File: src/rtl/ntsm_pkg.sv
package ntsm_pkg;

  // default ring depth
  localparam int DefaultDepth = 256;

  // register file
  localparam int CfgAddrW = 4;
  localparam int CfgDataW = 64;
  localparam int CfgRegW  = 40;
  localparam logic [0:0] REG_WINDOW     = 1'b0;
  localparam logic [0:0] REG_MAX_OFFSET = 1'b1;
  localparam logic [CfgRegW-1:0] WindowReset    = 40'd10000000000;
  localparam logic [CfgRegW-1:0] MaxOffsetReset = 40'd10000000;

  // result status codes
  localparam logic [1:0] STATUS_MATCHED = 2'd0;
  localparam logic [1:0] STATUS_NO_HIT  = 2'd1;
  localparam logic [1:0] STATUS_TOO_FAR = 2'd2;

  localparam int TimeW = 63;
  localparam int QuatW = 64;

  typedef struct packed {
    logic               req_type;
    logic [TimeW-1:0]   sample_time;
    logic signed [15:0] in_qw;
    logic signed [15:0] in_qx;
    logic signed [15:0] in_qy;
    logic signed [15:0] in_qz;
  } in_item_t;

  typedef struct packed {
    logic [1:0]         status;
    logic [TimeW-1:0]   matched_time;
    logic signed [15:0] out_qw;
    logic signed [15:0] out_qx;
    logic signed [15:0] out_qy;
    logic signed [15:0] out_qz;
  } out_item_t;

  typedef enum logic [4:0] {
    ST_IDLE,
    ST_APPEND_CHK,
    ST_APPEND_WR,
    ST_TRIM_ADDR,
    ST_TRIM_RD,
    ST_TRIM_CMP,
    ST_SRCH_ADDR,
    ST_SRCH_RD,
    ST_SRCH_CMP,
    ST_HIT_ADDR,
    ST_HIT_RD,
    ST_HIT_CMP,
    ST_PREV_ADDR,
    ST_PREV_RD,
    ST_PREV_CMP,
    ST_PREV_SEL,
    ST_DIST_CHK,
    ST_MATCH_ADDR,
    ST_MATCH_RD,
    ST_MATCH_DONE,
    ST_NO_HIT,
    ST_TOO_FAR
  } ntsm_state_e;

  // ring offset used to form the store address
  typedef enum logic [2:0] {
    ADDR_MID,
    ADDR_K,
    ADDR_KM1,
    ADDR_PICK,
    ADDR_CNT,
    ADDR_OLDEST
  } addr_sel_e;

  typedef struct packed {
    logic       item_load;
    logic       srch_init;
    logic       srch_step;
    logic       addr_load;
    addr_sel_e  addr_sel;
    logic       mem_write;
    logic       append;
    logic       drop_one;
    logic       hit_load;
    logic       prev_diff;
    logic       prev_sel;
    logic       trim_commit;
    logic       out_load;
    logic [1:0] out_status;
  } ctrl_cmd_t;

  typedef struct packed {
    logic in_query;
    logic stale;
    logic cnt_le1;
    logic trim_over;
    logic lo_eq_hi;
    logic k_ge_cnt;
    logic k_zero;
    logic hit_exact;
    logic dist_over;
    logic out_free;
  } dp_stat_t;

endpackage

File: src/rtl/ntsm_ctrl.sv
module ntsm_ctrl (
  input  logic                clk_i,
  input  logic                rst_ni,
  input  logic                in_valid_i,
  output logic                in_stall_o,
  input  ntsm_pkg::dp_stat_t  stat_i,
  output ntsm_pkg::ctrl_cmd_t cmd_o
);
  import ntsm_pkg::*;

  ntsm_state_e state_q, state_d;

  always_ff @(posedge clk_i or negedge rst_ni) begin
    if (!rst_ni) begin
      state_q <= ST_IDLE;
    end else begin
      state_q <= state_d;
    end
  end

  // next state
  always_comb begin
    state_d = state_q;
    case (state_q)
      ST_IDLE: begin
        if (in_valid_i) begin
          state_d = stat_i.in_query ? ST_SRCH_ADDR : ST_APPEND_CHK;
        end
      end
      ST_APPEND_CHK: state_d = stat_i.stale ? ST_IDLE : ST_APPEND_WR;
      ST_APPEND_WR:  state_d = ST_TRIM_ADDR;
      ST_TRIM_ADDR:  state_d = stat_i.cnt_le1 ? ST_IDLE : ST_TRIM_RD;
      ST_TRIM_RD:    state_d = ST_TRIM_CMP;
      ST_TRIM_CMP:   state_d = stat_i.trim_over ? ST_TRIM_ADDR : ST_IDLE;
      ST_SRCH_ADDR: begin
        if (stat_i.lo_eq_hi) begin
          state_d = stat_i.k_ge_cnt ? ST_NO_HIT : ST_HIT_ADDR;
        end else begin
          state_d = ST_SRCH_RD;
        end
      end
      ST_SRCH_RD:    state_d = ST_SRCH_CMP;
      ST_SRCH_CMP:   state_d = ST_SRCH_ADDR;
      ST_HIT_ADDR:   state_d = ST_HIT_RD;
      ST_HIT_RD:     state_d = ST_HIT_CMP;
      ST_HIT_CMP: begin
        state_d = (stat_i.hit_exact || stat_i.k_zero) ? ST_DIST_CHK : ST_PREV_ADDR;
      end
      ST_PREV_ADDR:  state_d = ST_PREV_RD;
      ST_PREV_RD:    state_d = ST_PREV_CMP;
      ST_PREV_CMP:   state_d = ST_PREV_SEL;
      ST_PREV_SEL:   state_d = ST_DIST_CHK;
      ST_DIST_CHK:   state_d = stat_i.dist_over ? ST_TOO_FAR : ST_MATCH_ADDR;
      ST_MATCH_ADDR: state_d = ST_MATCH_RD;
      ST_MATCH_RD:   state_d = ST_MATCH_DONE;
      ST_MATCH_DONE, ST_NO_HIT, ST_TOO_FAR: begin
        if (stat_i.out_free) begin
          state_d = ST_IDLE;
        end
      end
      default: state_d = ST_IDLE;
    endcase
  end

  // commands
  always_comb begin
    cmd_o          = '0;
    cmd_o.addr_sel = ADDR_OLDEST;
    in_stall_o     = 1'b1;
    case (state_q)
      ST_IDLE: begin
        in_stall_o = 1'b0;
        if (in_valid_i) begin
          cmd_o.item_load = 1'b1;
          cmd_o.srch_init = 1'b1;
        end
      end
      ST_APPEND_CHK: begin
        cmd_o.addr_load = 1'b1;
        cmd_o.addr_sel  = ADDR_CNT;
      end
      ST_APPEND_WR: begin
        cmd_o.mem_write = 1'b1;
        cmd_o.append    = 1'b1;
      end
      ST_TRIM_ADDR: begin
        cmd_o.addr_load = 1'b1;
        cmd_o.addr_sel  = ADDR_OLDEST;
      end
      ST_TRIM_CMP: cmd_o.drop_one = stat_i.trim_over;
      ST_SRCH_ADDR: begin
        cmd_o.addr_load = 1'b1;
        cmd_o.addr_sel  = ADDR_MID;
      end
      ST_SRCH_CMP: cmd_o.srch_step = 1'b1;
      ST_HIT_ADDR: begin
        cmd_o.addr_load = 1'b1;
        cmd_o.addr_sel  = ADDR_K;
      end
      ST_HIT_CMP: cmd_o.hit_load = 1'b1;
      ST_PREV_ADDR: begin
        cmd_o.addr_load = 1'b1;
        cmd_o.addr_sel  = ADDR_KM1;
      end
      ST_PREV_CMP: cmd_o.prev_diff = 1'b1;
      ST_PREV_SEL: cmd_o.prev_sel = 1'b1;
      ST_MATCH_ADDR: begin
        cmd_o.addr_load = 1'b1;
        cmd_o.addr_sel  = ADDR_PICK;
      end
      ST_MATCH_DONE: begin
        cmd_o.out_load    = stat_i.out_free;
        cmd_o.trim_commit = stat_i.out_free;
        cmd_o.out_status  = STATUS_MATCHED;
      end
      ST_NO_HIT: begin
        cmd_o.out_load   = stat_i.out_free;
        cmd_o.out_status = STATUS_NO_HIT;
      end
      ST_TOO_FAR: begin
        cmd_o.out_load   = stat_i.out_free;
        cmd_o.out_status = STATUS_TOO_FAR;
      end
      default: ;
    endcase
  end

endmodule

File: config.mk
export PLATFORM = sky130hd
export DESIGN_NAME = ntsm_ctrl
export DESIGN_NICKNAME = d
export VERILOG_FILES = /design/src/rtl/ntsm_pkg.sv /design/src/rtl/ntsm_ctrl.sv
export SDC_FILE = /design/constraint.sdc
export NUM_CORES = 1
export LEC_CHECK = 0
export BUFFER_PORTS_ARGS = -buffer_cell sky130_fd_sc_hd__buf_2
export CAP_MARGIN = 20
export CORE_AREA = 5 5 44 46
export CTS_BUF_LIST = sky130_fd_sc_hd__clkbuf_4 sky130_fd_sc_hd__clkbuf_8
export CTS_CLUSTER_DIAMETER = 120
export CTS_CLUSTER_SIZE = 16
export DETAILED_ROUTE_END_ITERATION = 10
export DIE_AREA = 0 0 49 51
export PLACE_DENSITY = 0.83
export SETUP_SLACK_MARGIN = 0.2
export SKIP_CTS_REPAIR_TIMING = 1
export SLEW_MARGIN = 20
export SYNTH_ARGS = -nofsm -noshare
export SYNTH_HDL_FRONTEND = slang
export SYNTH_SLANG_ARGS = --single-unit
File: constraint.sdc
create_clock -name clk_i -period 3.3 [get_ports clk_i]
set_input_delay 0.495 -clock clk_i [delete_from_list [all_inputs] [get_ports clk_i]]
set_output_delay 0.495 -clock clk_i [all_outputs]
set_load 0.005 [all_outputs]
* Word level (Yosys, flattened, before mapping)
Cells that the tools add are included.
Word-level totals: logic and storage cells 51, register bits after elaboration 5, output and inout port bits 18
Operators by class: equality and inequality tests 23, muxes and demuxes 23, reductions and logical operators 4
Operators with widths (count):
- case mux 5 bit (20 select lines) | 1
- equality test 5 x 4 -> 1 bit (second input constant) | 8
- equality test 5 bit (second input constant) | 6
- 2-to-1 mux 5 bit | 5
- case mux 4 bit (6 select lines) | 1
- equality test 5 x 3 -> 1 bit (second input constant) | 4
- equality test 5 x 2 -> 1 bit (second input constant) | 2
- 2-to-1 mux 2 bit | 5
- 2-to-1 mux 3 bit | 3
- case mux 3 bit (3 select lines) | 1
- 2-to-1 mux 1 bit | 7
- equality test 5 x 1 -> 1 bit (second input constant) | 1
- zero test 5 bit | 1
- inequality test 2 bit (second input constant) | 2
- OR reduction 3 bit | 1
- AND reduction 2 bit | 1
- logical OR 1 bit | 1

* Depth between registers and ports, before layout
depth in word-level cells 4, gate-level depth with buffers 6

* Worst setup path before layout
OpenSTA, ideal clock, no wires.
kind register -> output, start point reg state_q[0], end point out cmd_o[9] in the netlist's numbering, data arrival time 1.278 ns, required time 2.805 ns, slack 1.527 ns, cell stages (with the launch flop) 5, path buffers 3, path through dfrtp_1 -> buf_4 -> buf_2 -> nor4_1 -> buf_4
RTL lines:
- start: declaration | RTL line ntsm_ctrl.sv:11 | ntsm_state_e state_q, state_d;
- start signal: assignment | RTL line ntsm_ctrl.sv:17 | state_q <= state_d;
- end: declaration | RTL line ntsm_ctrl.sv:7 | output ntsm_pkg::ctrl_cmd_t cmd_o

==> impl_results.md <==
* Top-count cell post-synth: nor2_1
* Most frequent cells after synthesis: 15 x nor2_1, 11 x nand2_1, 8 x nor3_1, 7 x buf_4
* Status: complete, no violations
* CTS root buffer: clkbuf_4
* DP HPWL at 1520 µm
* Peak supply drop at 0.384 mV
* Hold WS at 0.0521 ns
* Core Area at 0.00147 mm²
* Main flop type after synthesis: dfrtp_1
* Sink Count at 5
* Worst EP required at 2.80 ns
* Die Y at 51 µm
* DRC Markers at 0
* Port Buffers at 30
* CP Capture Type: output port
* Worst slew pin tran at 0.729 ns
* Number of fill cells at 137
* EDFF count, synth at 0
* Post-synthesis async set-or-reset flop share at 100%
* Vias in the first global route at 755
* # H-tree levels at 1
* Critical R2R Capture: state_q[2]
* Sequential share of the synthesized area at 16.9%
* Placed cell count at 141
* Pleak at 0.414 nW
* Netlist cell types at 40
* Dominant cells by area after synthesis: dfrtp_1 17%, nor2_1 7.6%, buf_4 7.1%
* Share of the synthesized area in the top cell type at 16.9%
* Clk Latency, worst-skew pair at 0.25 ns
* Reg clk slew, reported paths at 0.05 ns
* CTS tree: yes
* Post-synth top area cell: dfrtp_1
* Seq cells post-synth at 5
* Pwr/cell area at 857 mW/mm²
* DRT Pass-1 Iters at 4
* Worst Reg-to-Reg Cells at 5
* GPL Wtd Cong at 0.932
* Max-cap violations at 0
* Maximum buffer depth of the clock tree at 2
* # diodes at 0
* Die area at 0.00250 mm²
* Post-route cell area at 865 µm²
* Initial antenna violation count at 0
* Share of layout cells above drive strength 1 at 31.0%
* Max FFs per register at 5
* Slew headroom at 51.4%
* Worst reg2reg path startpoint: state_q[3]
* Arr. time, crit path at 2.09 ns
* Setup CP Type: flip-flop to output port
* CTS Buf Count at 3
* Final period util at 78.2%
* Final hold violation count at 0
* Io pins at 31
* Routed wire per std cell at 14.2 µm
* Fin cells at 145
* Routed vias at 904
* Post-synth net total at 119
* Iteration-0 DRC Markers at 30
* ANT nets after route at 0
* Fmax at 0.387 GHz
* Nets at 143
* Placement row count at 14
* Fin Setup TNS at 0 ns
* Biggest regs: state_q x5
* CP max stage delay at 0.81 ns
* P&R area growth vs syn at 17.1%
* Via/cell ratio at 6.23
* Starting Density at 50.2%
* Largest net degree at the start of global routing at 26
* Clock skew at 0.00215 ns
* Die W at 49 µm
* Gr usage total at 17.2%
* Cell Area, Placed at 837 µm²
* Pins over their slew limit at 0
* Synth Warn # at 0
* Final worst setup slack at 0.719 ns
* FF-to-FF setup slack at 1.33 ns
* Setup violators final at 0
* Worst setup SP type: flip-flop
* First-pass GRT wire length at 3510 µm
* Post-place setup slack at 1.02 ns
* Grt ovf at 0
* WL final at 2060 µm
* Synth Area per Inst at 6.96 µm²
* Cells after Synth at 106
* Reg with most FFs: state_q
* Synthesized cell area at 738 µm²
* Worst hold path type: primary input to async pin
* Critical Path Fanout Max at 23
* Critical-path cell list: xor2_1, nor3b_1, a31o_2, a22oi_1, buf_2
* RSZ-0062 raised after global routing: false
* Slowest stage cell, crit path: dfrtp_1
* Post-layout min period at 2.58 ns
## logic make-up after synthesis
group                     count (synthesis)  share of synthesized area (%)
and+or+nand+nor                          55                           40.2
DFF                                       5                           16.9
muxes                                     1                           1.36
AOI/OAI and AO/OA                        30                           29.2
buffers and inverters                    14                           11.2
xor gates and xnor gates                  1                           1.19
## worst max-delay path: cells and delay by family (launching register included)
family | cells | cell delay [ns]
compound gates | 2 | 0.24
buf+inv | 1 | 0.16
simple gates | 1 | 0.40
xor+xnor | 1 | 0.23
flops | 1 | 0.81
## worst max-delay path by stage
stage	from	endpoint	slack, ns
2_1_floorplan	state_q[0]	cmd_o[9]	1.53
3_3_place_gp	state_q[3]	cmd_o[13]	1.02
3_5_place_dp	state_q[3]	cmd_o[12]	1.02
4_1_cts	state_q[3]	cmd_o[12]	0.74
5_1_grt	state_q[3]	cmd_o[12]	0.55
6_report	state_q[3]	cmd_o[12]	0.72
## where the power goes
group / switching (W) / internal [W]
clock: 0.0000268 / 0.0000439
sequential: 0.000131 / 0.0000855
combinational: 0.000241 / 0.000213
## layout by cell type, fill, tap and decap left out, types with 2 or more instances in the layout
cell       n
o22ai_1    2
clkbuf_4   3
nor3_1     8
nand3_1    2
a22oi_1    2
a32oi_1    2
dfrtp_1    5
and3_1     3
nor2_1    15
buf_2     30
nand2b_1   3
nor2b_1    3
o21ai_0    5
nor3b_1    2
a22o_1     3
o221ai_1   2
inv_2      2
a21oi_1    5
nand2_1   11
## routing by layer
metal / global-route usage [%] / wire [µm] / vias to the layer above
met1: 21.9 / 855 / 402
met5: 0 / 0 / -
met3: 4.07 / 196 / 5
met4: 10.3 / 42 / 0
li1: - / - / 441
met2: 26.3 / 963 / 56
## metrics by stage
step / util, % / total power [W]
after global routing: 58.8 / 0.000819
after floorplan: - / 0.000574
final: 58.8 / 0.000741
after global placement: 56.9 / 0.000662
after CTS: 58.8 / 0.000737
after detailed placement: 56.9 / 0.000664
## cell type report
| type | instances | area [µm²] | share of cell area (%) |
|---|---|---|---|
| inverter | 3 | 11.3 | 1.30 |
| tap | 16 | 20.0 | 2.32 |
| clock inverter | 1 | 5.00 | 0.579 |
| multi-input combinational | 87 | 531 | 61.4 |
| timing repair buffer | 30 | 150 | 17.4 |
| sequential | 5 | 125 | 14.5 |
| clock buffer | 3 | 22.5 | 2.60 |
(Power assumes the default switching activity.)
